===== config.mk =====
export PLATFORM = sky130hd
export DESIGN_NAME = npc_ctrl
export DESIGN_NICKNAME = d
export VERILOG_FILES = /design/src/sv/npc_pkg.sv /design/src/sv/npc_ctrl.sv
export VERILOG_INCLUDE_DIRS = /design/src /design/src/sv
export SDC_FILE = /design/constraint.sdc
export NUM_CORES = 1
export LEC_CHECK = 0
export ABC_AREA = 1
export BUFFER_PORTS_ARGS = -buffer_cell sky130_fd_sc_hd__buf_4
export CAP_MARGIN = 10
export CELL_PAD_IN_SITES_DETAIL_PLACEMENT = 2
export CELL_PAD_IN_SITES_GLOBAL_PLACEMENT = 2
export CORE_MARGIN = 3
export CORE_UTILIZATION = 27
export DETAILED_ROUTE_END_ITERATION = 10
export PLACE_DENSITY_LB_ADDON = 0.12
export SETUP_SLACK_MARGIN = 0.15
export SLEW_MARGIN = 10
export SYNTH_ARGS = -nofsm -noshare
export SYNTH_HDL_FRONTEND = slang
export SYNTH_SLANG_ARGS = --single-unit

===== constraint.sdc =====
create_clock -name i_clk -period 2.4 [get_ports i_clk]
set_input_delay 0.36 -clock i_clk [delete_from_list [all_inputs] [get_ports i_clk]]
set_output_delay 0.36 -clock i_clk [all_outputs]
set_load 0.005 [all_outputs]

===== src/sv/near_plane_clip_project_unit_assert.svh =====
// Assertion macros for the near plane clip and project unit.
// Included by the controller and the datapath; no other dependencies.
`ifndef NEAR_PLANE_CLIP_PROJECT_UNIT_ASSERT_SVH
`define NEAR_PLANE_CLIP_PROJECT_UNIT_ASSERT_SVH
`ifndef NO_ASSERTIONS
`define NPC_ASSERT(lbl, clk, rst_n, prop) \
    lbl: assert property (@(posedge clk) disable iff (!rst_n) prop) \
        else $error("assertion failed");
`define NPC_ASSERT_IMPLY(lbl, clk, rst_n, ante, cons) \
    lbl: assert property (@(posedge clk) disable iff (!rst_n) (ante) |-> (cons)) \
        else $error("assertion failed");
`else
`define NPC_ASSERT(lbl, clk, rst_n, prop)
`define NPC_ASSERT_IMPLY(lbl, clk, rst_n, ante, cons)
`endif
`endif


===== src/sv/npc_pkg.sv =====
// Shared types and constants for the near plane clip and project unit.
// No dependencies.
`timescale 1ns / 1ps
package npc_pkg;

    localparam int FRAC_BITS  = 16;
    localparam int BLEND_BITS = 16;
    localparam int DIV_N_W    = 80;
    localparam int DIV_D_W    = 34;

    localparam logic [16:0] BLEND_ONE = 17'h10000;
    localparam logic [33:0] TERM_CAP  = 34'h2_0000_0000;

    localparam logic [2:0] REG_NEAR     = 3'd0;
    localparam logic [2:0] REG_X_GAIN   = 3'd1;
    localparam logic [2:0] REG_Y_GAIN   = 3'd2;
    localparam logic [2:0] REG_SCREEN_W = 3'd3;
    localparam logic [2:0] REG_SCREEN_H = 3'd4;

    localparam logic [30:0] NEAR_RST   = 31'd655;
    localparam logic [30:0] GAIN_RST   = 31'd65536;
    localparam logic [15:0] SCREEN_W_RST = 16'd640;
    localparam logic [15:0] SCREEN_H_RST = 16'd480;

    typedef struct packed {
        logic signed [31:0] view_x;
        logic signed [31:0] view_y;
        logic signed [31:0] view_z;
        logic [15:0]        vertex_id;
    } t_in_item;

    typedef struct packed {
        logic signed [31:0] screen_x;
        logic signed [31:0] screen_y;
        logic [30:0]        depth;
        logic [15:0]        source_a;
        logic [15:0]        source_b;
        logic [16:0]        blend;
        logic               last;
    } t_out_item;

    typedef enum logic [1:0] {SRC_V, SRC_PA, SRC_PB} t_src;
    typedef enum logic [1:0] {BL_ZERO, BL_TA, BL_TB} t_bsel;

    typedef enum logic [3:0] {
        OP_NONE, OP_XLD, OP_XDIV, OP_XT, OP_XMX, OP_XAX, OP_XAY,
        OP_PM1, OP_PM2, OP_PDIV, OP_PTERM, OP_OUT
    } t_op;

    typedef struct packed {
        t_src       src;
        logic [1:0] vi;
        logic [1:0] sa;
        logic [1:0] sb;
        t_bsel      bsel;
        logic       last;
    } t_emit;

    typedef struct packed {
        logic       load;
        logic [1:0] phase;
        t_op        op;
        logic [1:0] vsel;
        logic       to_b;
        logic       axis;
        t_emit      emit;
    } t_cmd;

    typedef struct packed {
        logic [2:0] behind;
        logic       div_done;
        logic       div_busy;
        logic       out_free;
    } t_status;

endpackage


===== src/sv/npc_ctrl.sv =====
// Controller: sequences vertex loads, edge clipping and per-vertex projection.
// Depends on npc_pkg; drives the datapath through t_cmd.
`timescale 1ns / 1ps
`include "near_plane_clip_project_unit_assert.svh"
module npc_ctrl
    import npc_pkg::*;
(
    input  logic    i_clk,
    input  logic    i_rst_n,
    input  logic    i_in_valid,
    output logic    o_in_stall,
    input  t_status i_status,
    output t_cmd    o_cmd
);
    typedef enum logic [3:0] {
        S_IDLE, S_CLASS, S_XLD, S_XDIV, S_XWAIT, S_XT, S_XMX, S_XAX, S_XAY,
        S_PM1, S_PM2, S_PDIV, S_PWAIT, S_PTERM, S_OUT
    } t_state;

    t_state     r_state, n_state;
    logic [1:0] r_phase, n_phase;
    logic       r_clip, n_clip, r_one, n_one, r_edge_b, n_edge_b, r_axis, n_axis;
    logic [1:0] r_i0, n_i0, r_ia, n_ia, r_ib, n_ib;
    logic [2:0] r_k, n_k;
    logic [1:0] cnt, i0;
    t_emit      emit;
    logic       k_last;

    assign cnt = 2'({1'b0, i_status.behind[0]} + {1'b0, i_status.behind[1]})
               + 2'(i_status.behind[2]);

    always_comb begin
        if (cnt == 2'd1) begin
            i0 = i_status.behind[0] ? 2'd0 : (i_status.behind[1] ? 2'd1 : 2'd2);
        end else begin
            i0 = !i_status.behind[0] ? 2'd0 : (!i_status.behind[1] ? 2'd1 : 2'd2);
        end
    end

    always_comb begin
        emit = '{src: SRC_V, vi: r_k[1:0], sa: r_k[1:0], sb: r_k[1:0],
                 bsel: BL_ZERO, last: r_k == 3'd2};
        if (r_clip && r_one) begin
            case (r_k)
                3'd1: emit = '{src: SRC_V, vi: r_ia, sa: r_ia, sb: r_ia,
                               bsel: BL_ZERO, last: 1'b0};
                3'd2, 3'd4: emit = '{src: SRC_V, vi: r_ib, sa: r_ib, sb: r_ib,
                                     bsel: BL_ZERO, last: 1'b0};
                3'd5: emit = '{src: SRC_PB, vi: r_ib, sa: r_i0, sb: r_ib,
                               bsel: BL_TB, last: 1'b1};
                default: emit = '{src: SRC_PA, vi: r_ia, sa: r_i0, sb: r_ia,
                                  bsel: BL_TA, last: 1'b0};
            endcase
        end else if (r_clip) begin
            case (r_k)
                3'd1: emit = '{src: SRC_PA, vi: r_ia, sa: r_i0, sb: r_ia,
                               bsel: BL_TA, last: 1'b0};
                3'd2: emit = '{src: SRC_PB, vi: r_ib, sa: r_i0, sb: r_ib,
                               bsel: BL_TB, last: 1'b1};
                default: emit = '{src: SRC_V, vi: r_i0, sa: r_i0, sb: r_i0,
                                  bsel: BL_ZERO, last: 1'b0};
            endcase
        end
    end

    assign k_last = r_k == ((r_clip && r_one) ? 3'd5 : 3'd2);

    always_comb begin
        n_state  = r_state;
        n_phase  = r_phase;
        n_clip   = r_clip;
        n_one    = r_one;
        n_edge_b = r_edge_b;
        n_axis   = r_axis;
        n_i0     = r_i0;
        n_ia     = r_ia;
        n_ib     = r_ib;
        n_k      = r_k;
        case (r_state)
            S_IDLE: begin
                if (i_in_valid) begin
                    if (r_phase == 2'd2) begin
                        n_phase = 2'd0;
                        n_state = S_CLASS;
                    end else begin
                        n_phase = r_phase + 2'd1;
                    end
                end
            end
            S_CLASS: begin
                n_clip   = cnt != 2'd0;
                n_one    = cnt == 2'd1;
                n_i0     = i0;
                n_ia     = (i0 == 2'd2) ? 2'd0 : i0 + 2'd1;
                n_ib     = (i0 == 2'd0) ? 2'd2 : i0 - 2'd1;
                n_edge_b = 1'b0;
                n_k      = 3'd0;
                n_axis   = 1'b0;
                if (cnt == 2'd3) begin
                    n_state = S_IDLE;
                end else if (cnt == 2'd0) begin
                    n_state = S_PM1;
                end else begin
                    n_state = S_XLD;
                end
            end
            S_XLD:   n_state = S_XDIV;
            S_XDIV:  n_state = S_XWAIT;
            S_XWAIT: begin
                if (i_status.div_done) begin
                    n_state = S_XT;
                end
            end
            S_XT:    n_state = S_XMX;
            S_XMX:   n_state = S_XAX;
            S_XAX:   n_state = S_XAY;
            S_XAY: begin
                if (r_edge_b) begin
                    n_state = S_PM1;
                end else begin
                    n_edge_b = 1'b1;
                    n_state  = S_XLD;
                end
            end
            S_PM1:   n_state = S_PM2;
            S_PM2:   n_state = S_PDIV;
            S_PDIV:  n_state = S_PWAIT;
            S_PWAIT: begin
                if (i_status.div_done) begin
                    n_state = S_PTERM;
                end
            end
            S_PTERM: begin
                if (r_axis) begin
                    n_state = S_OUT;
                end else begin
                    n_axis  = 1'b1;
                    n_state = S_PM1;
                end
            end
            S_OUT: begin
                if (i_status.out_free) begin
                    n_axis = 1'b0;
                    if (k_last) begin
                        n_state = S_IDLE;
                    end else begin
                        n_k     = r_k + 3'd1;
                        n_state = S_PM1;
                    end
                end
            end
            default: n_state = S_IDLE;
        endcase
    end

    always_ff @(posedge i_clk) begin
        if (!i_rst_n) begin
            r_state  <= S_IDLE;
            r_phase  <= 2'd0;
            r_clip   <= 1'b0;
            r_one    <= 1'b0;
            r_edge_b <= 1'b0;
            r_axis   <= 1'b0;
            r_i0     <= 2'd0;
            r_ia     <= 2'd0;
            r_ib     <= 2'd0;
            r_k      <= 3'd0;
        end else begin
            r_state  <= n_state;
            r_phase  <= n_phase;
            r_clip   <= n_clip;
            r_one    <= n_one;
            r_edge_b <= n_edge_b;
            r_axis   <= n_axis;
            r_i0     <= n_i0;
            r_ia     <= n_ia;
            r_ib     <= n_ib;
            r_k      <= n_k;
        end
    end

    always_comb begin
        o_cmd.load  = (r_state == S_IDLE) && i_in_valid;
        o_cmd.phase = r_phase;
        o_cmd.to_b  = r_edge_b;
        o_cmd.axis  = r_axis;
        o_cmd.emit  = emit;
        o_cmd.vsel  = emit.vi;
        case (r_state)
            S_XLD:   o_cmd.op = OP_XLD;
            S_XDIV:  o_cmd.op = OP_XDIV;
            S_XT:    o_cmd.op = OP_XT;
            S_XMX:   o_cmd.op = OP_XMX;
            S_XAX:   o_cmd.op = OP_XAX;
            S_XAY:   o_cmd.op = OP_XAY;
            S_PM1:   o_cmd.op = OP_PM1;
            S_PM2:   o_cmd.op = OP_PM2;
            S_PDIV:  o_cmd.op = OP_PDIV;
            S_PTERM: o_cmd.op = OP_PTERM;
            S_OUT:   o_cmd.op = OP_OUT;
            default: o_cmd.op = OP_NONE;
        endcase
        case (r_state)
            S_XLD:   o_cmd.vsel = r_i0;
            S_XDIV, S_XWAIT, S_XT, S_XMX, S_XAX, S_XAY:
                     o_cmd.vsel = r_edge_b ? r_ib : r_ia;
            default: o_cmd.vsel = emit.vi;
        endcase
    end

    assign o_in_stall = r_state != S_IDLE;

    `NPC_ASSERT(a_phase_range, i_clk, i_rst_n, r_phase != 2'd3)
    `NPC_ASSERT(a_k_range, i_clk, i_rst_n, r_k <= 3'd5)
    `NPC_ASSERT_IMPLY(a_k_three, i_clk, i_rst_n, r_state == S_OUT && !(r_clip && r_one), r_k <= 3'd2)
endmodule


==> results.md, run 1 <==
* Register-to-register setup slack at approximately 0.47 ns
* Capture point of the worst reg-to-reg path: o_cmd[16]
* Die Y at 86.52 um
* Synth top area share at 0.2630
* Total CTS buffers at 3
* CP Data Required Time at 2.04 ns
* Startpoint types: flip-flop
* Port Buffers at 30
* Worst-case clock skew at 0.006505 ns
* Clock Path Buffers at 2
* Total grt overflow at 0
* Layout cells sized above 1 at 0.3481
* R2R cell count at 11
* Num rows at 28
* Crit end category: output port
* Worst setup path endpoint: o_cmd[14]
* # IOs at 32
* Hold_ws at a little under 0.5 ns
* Count leader, synth: nand2_1
* Seq/Total Area, Yosys at 0.2630
* Filler cells at 736
* Max Clock Freq at ~0.46 GHz
* Worst Hold Class: in2reg
* Placed instance area at 2059 um^2
* DR vias/cell at 4.903
* Num Clock Sinks at 23
* DP HPWL at ~4800 um
* Clock group share of total power at 0.111
* Post-layout minimum cycle time at roughly 2.2 ns
* Arrival @ worst endpoint at 1.80 ns
* Cell Int Power at 1.212 mW
* Final number of hold-violating endpoints at 0
* Final Cell Area at about 2300 um^2
* Final nets at 340
* Placed Instances at approximately 380
* Syn nets at 297
* Clk Latency, worst-skew pair at roughly 0.27 ns
* Layout Cells excl Fill at just under 400
* Synth unique cells at 29
* Vias in the first global route at roughly 2000
* Final Util at 0.3846
* Max_cap viols at 0
* Gr usage total at 0.1653
* CTS tree: done
* Setup TNS Final at 0 ns
* Total Power at 2.272 mW
* Antenna Nets Post-Route at 0
* Place WS at -0.1195 ns
* Power Density at slightly below 1000 nW/um^2
* Synth cell count leaders: nand2_1, inv_1, nand3_1
* Status: completed
* TritonRoute pass-1 iters at 4
* Area growth syn-to-layout at 33.95%
* Synth top area cells: dfxtp_1, nand2_1, ha_1, inv_1, nand3_1
* Global-route wire length before repair at about 10000 um
* Die Area at approximately 7500 um^2
* Starting Density at 0.2872
* DR iter-0 viols at 54
* Synthesized area at about 1800 um^2
* Synth warn at 0
* Residual DRC at 0
* Number of synthesized flops with an enable pin at 0
* ANT cells at 0
* Setup violators final at 0
* Net Sw Frac at 0.4664
* Reg-to-Reg Start: r_state[0]
* LEAKAGE at about 1.1 nW
* Syn_area_per_cell at approximately 6.4 um^2
* Root buffer cell: clkbuf_8
* CP Launch Point: r_k[0]
* Initial antenna violation count at 0
* Number of H-tree levels at 1
* Dominant cell type by area after synthesis: dfxtp_1
* Post-route setup slack at around 0.24 ns
* Comb pwr share at 0.625
* RSZ-0062 raised after global routing: true
* Sequential power share at 0.264
* Critical path peak fanout at 3
* Relative slew slack at 0.7694
* Vias at around 1900
* Main synth FF type: dfxtp_1
* Die Wd at approximately 87 um
* Mapped Cells at approximately 270
* Clk pin slew, worst setup/hold paths at ~0.090 ns
* Critical path class: reg2out
* Pins Over Slew Limit at 0
* Switching pwr at roughly 1.1 mW
* Average wire per cell in the routed design at approximately 15 um
* Routability Congestion at about 0.85
* Largest net degree at the start of global routing at 18
* Worst-margin pin slew at 0.3444 ns
* FF+latch count, synth at 23
* Core Region at between 6000 and 7000 um^2
* Fin crit share at 0.9010
* Peak supply drop at around 0.00033 V
* Async S/R FF share, synth at 0
* Final WL at 5960 um
[power by group through the flow]
stage          sequential, mW  combinational, mW  clock, mW
3_5_place_dp            0.596               1.20          0
4_1_cts                 0.592               1.30      0.264
2_1_floorplan           0.555              0.766          0
6_report                0.599               1.42      0.253
3_3_place_gp            0.590               1.17          0
5_1_grt                 0.616               1.62      0.278
[registers in the layout (all words and copies together) (netlist names), 2 cells and up]
signal	cells
r_i0	2
r_phase	2
r_ia	2
o_cmd	4
r_state	4
r_k	3
r_ib	2
[what timing repair did]
| item | in CTS | in global routing |
|---|---|---|
| endpoints found under the setup margin | 7 | 11 |
| resized for setup | 24 | 29 |
| pin swaps | 7 | 14 |
| hold buffers | 0 | 0 |
| buffers inserted | 7 | 4 |
[cell type report]
class	count	area, um^2	share of cell area
Multi-Input combinational cell	199	1210	0.5160
Inverter	43	166.4	0.07097
Sequential cell	23	469.2	0.2001
Timing Repair Buffer	47	360.3	0.1537
Tap cell	75	93.84	0.04002
Clock buffer	4	45.04	0.01921
[how the worst min path moves through the flow]
stage / startpoint / endpoint / slack, ns / depth (start not counted)
2_1_floorplan: r_one / r_one / 0.46 / 2
6_report: i_in_valid / r_phase[0] / 0.48 / 5
4_1_cts: i_in_valid / r_phase[0] / 0.48 / 5
3_3_place_gp: r_one / r_one / 0.49 / 2
3_5_place_dp: r_phase[0] / r_phase[0] / 0.49 / 2
5_1_grt: i_in_valid / r_phase[0] / 0.51 / 5
[logic make-up (layout without fill, tap and decap cells)]
kind of cell / after synthesis / in the layout / share of synthesized area
buffers and inverters: 52 / 94 / 0.1251
and+or+nand+nor: 139 / 139 / 0.3588
AOI/OAI and AO/OA: 46 / 46 / 0.1487
DFF: 23 / 23 / 0.2630
adders and majority gates: 14 / 14 / 0.1044
[cell usage in the layout, fill, tap and decap left out, types with 2 or more instances in the layout]
cell      instances
nand2_1          53
buf_6             2
ha_2              2
a21oi_1          13
inv_2            11
nand4_1           4
inv_4             2
nand3b_1          2
o21ai_1           6
buf_4            45
o211ai_1          4
inv_1            30
o21ai_0          10
nor2_1           21
nand2_2          19
ha_4              4
nor2_2            6
o22ai_1           4
a211oi_1          3
nand3_1          24
nand3_2           2
nor2_4            3
dfxtp_1          18
o21ai_2           2
ha_1              7
dfxtp_2           4
clkbuf_8          3
[critical path, stage by stage (launching register included)]
cell and delay, ns:
dfxtp_2 0.36, inv_2 0.05, buf_6 0.11, ha_4 0.14, nand2_2 0.06, nand2_2 0.07
nand2_2 0.06, o21ai_2 0.05, nand2_2 0.08, nand2_1 0.06, or2_4 0.26, nand2_2 0.06
nand2_2 0.05, buf_6 0.11
[metal layers]
metal	wire (um)	GRT usage
met5	0	0
met4	36	0.03824
met3	110	0.01711
met2	2784	0.2650
met1	3029	0.2379
Power figures use the tool's default switching activity.
==> inputs of run 2 (changes only) <==
--- a/config.mk
+++ b/config.mk
@@ -15,6 +15,7 @@
 export CORE_UTILIZATION = 27
 export DETAILED_ROUTE_END_ITERATION = 10
 export PLACE_DENSITY_LB_ADDON = 0.12
+export REMOVE_ABC_BUFFERS = 1
 export SETUP_SLACK_MARGIN = 0.15
 export SLEW_MARGIN = 10
 export SYNTH_ARGS = -nofsm -noshare
==> run 2 against run 1 <==
Compared with the run above: register-to-register slack worse by 0.17 ns; final cell count rose by 0.51%; largest power group unchanged; die area unchanged; largest cell class unchanged; via count increased by 0.83%; first-iteration DRC count is 15% lower; setup slack got worse by 0.053 ns; non-clock buffer count up 2; sequential cell count stayed put; hold slack worse by 0.0051 ns.
==> results.md, run 2 (same netlist as run 1, synthesis figures left out) <==
* Multi-input gate area at approximately 1200 um^2
* Placed instance area at 2064 um^2
* Relative slew slack at 0.7651
* TritonRoute pass-1 iters at 4
* Max Clock Freq at roughly 0.45 GHz
* Vias at ~1900
* CP Data Required Time at around 2.0 ns
* Clk pin slew, worst setup/hold paths at around 0.10 ns
* Buf/Inv on CP at 4
* Residual DRC at 0
* Critical path's slowest cell: dfxtp_4
* Vias in the first global route at 1991
* Reg-to-Reg Start: r_state[3]
* Worst Hold Class: in2reg
* Status: completed
* CP top delay family: flip-flops
* Cts hold-fix bufs at 0
* Routability Congestion at 0.8295
* CP Launch Point: r_k[0]
* Die Y at a little under 90 um
* Worst-case clock skew at between 0.006 and 0.007 ns
* Commonest non-fill, non-tap cell in the layout: nand2_1
* Layout cells sized above 1 at 0.3522
* DR vias/cell at 4.919
* CTS tree: done
* DR iter-0 viols at between 40 and 50
* Final WL at between 6000 and 7000 um
* Final Cell Area at 2410 um^2
* FF+latch area at 469.2 um^2
* Setup violators final at 0
* Critical path peak fanout at 6
* Port Buffers at 30
* Fin crit share at 0.9229
* Layout Cells excl Fill at around 390
* Die Wd at just under 90 um
* Placed Instances at approximately 380
* Crit-path max cell delay at 0.38 ns
* Critical path class: reg2out
* Commonest cells after routing, fill and taps aside: nand2_1, buf_4, inv_1, nand3_1, nor2_1
* Max_cap viols at 0
* Num Clock Sinks at 23
* Filler cells at 740
* Clock Path Buffers at 2
* Post-route setup slack at ~0.19 ns
* Worst path cell trace: buf_4 -> ha_4 -> inv_4 -> nor2_4 -> inv_4 -> o22ai_2 -> o21ai_1 -> nand3_1 -> nand2_1 -> o211ai_1 -> buf_4
* Average wire per cell in the routed design at 16.29 um
* Peak supply drop at approximately 0.00033 V
* Post-layout minimum cycle time at about 2.2 ns
* Place WS at -0.1711 ns
* DP HPWL at around 4600 um
* Total CTS buffers at 3
* Die Area at ~7500 um^2
* Crit end category: output port
* Clk Latency, worst-skew pair at 0.27 ns
* ANT cells at 0
* Global-route wire length before repair at just under 10000 um
* Core Region at approximately 6000 um^2
* RSZ-0062 raised after global routing: true
* LEAKAGE at around 1.2 nW
* Final number of hold-violating endpoints at 0
* # IOs at 32
* Root buffer cell: clkbuf_8
* Number of H-tree levels at 1
* Arrival @ worst endpoint at approximately 1.9 ns
* Hold wc startpoint: i_in_valid
* Num rows at 28
* Startpoint types: flip-flop
* Power Density at a little under 1000 nW/um^2
* Total Power at 2.379 mW
* Gr usage total at 0.1640
* Antenna Nets Post-Route at 0
* Starting Density at 0.2872
* Hold_ws at about 0.48 ns
* Final nets at 342
* Worst-margin pin slew at 0.3508 ns
* Pins Over Slew Limit at 0
* Initial antenna violation count at 0
* Total grt overflow at 0
* Area growth syn-to-layout at 37.67%
* Largest net degree at the start of global routing at 18
[run 2: cell count changes in the layout (fill, tap and decap cells not counted), sizes merged]
cell,delta
buf,+2
clkbuf,-1
clkinv,+1
[run 2: layout make-up]
type / instances / share of cell area
inverters: 43 / 0.07113
repair buffers: 49 / 0.1589
well taps: 75 / 0.03894
clock buffers: 3 / 0.01713
clock inverters: 1 / 0.002077
multi-input cells: 199 / 0.5171
flip-flops and latches: 23 / 0.1947
[run 2: path summary, 6_finish.rpt]
path              slack (ns)  cells past startpoint          to
setup / recovery        0.19                     11   o_cmd[13]
setup reg to reg        0.30                     14   o_cmd[16]
hold reg to reg         0.50                      2       r_one
hold / removal          0.48                      5  r_phase[0]
[run 2: per-stage QoR]
stage	TNS, ns	util
6_report	0	0.3953
5_1_grt	0	0.3953
4_1_cts	0	0.3625
3_5_place_dp	-0.4162	0.3387
3_3_place_gp	-0.2998	0.3387
2_1_floorplan	0	-
[run 2: power by group]
| part | internal (mW) | leakage, nW | switching [mW] |
|---|---|---|---|
| clock | 0.116 | 0.0255 | 0.146 |
| sequential | 0.483 | 0.190 | 0.110 |
| combinational | 0.653 | 0.940 | 0.872 |
| total | 1.25 | 1.16 | 1.13 |
[run 2: worst min-delay path, cell delays in order]
cell and delay, ns:
buf_4 0.11, inv_1 0.06, nor2_1 0.06, nand4_1 0.07, a21oi_1 0.06
[run 2: layer usage]
layer | track usage | vias up | routed length [um]
li1 | - | 971 | -
met1 | 0.2307 | 932 | 3042
met2 | 0.2698 | 26 | 3115
met3 | 0.01996 | 4 | 204
met4 | 0.03258 | 0 | 38
met5 | 0 | - | 0
[run 2: timing repair]
item,CTS,global route
setup buffers,9,3
endpoints found under the hold margin,0,0
gates resized for setup,18,43
pin swaps,10,13
setup endpoints to repair,10,11
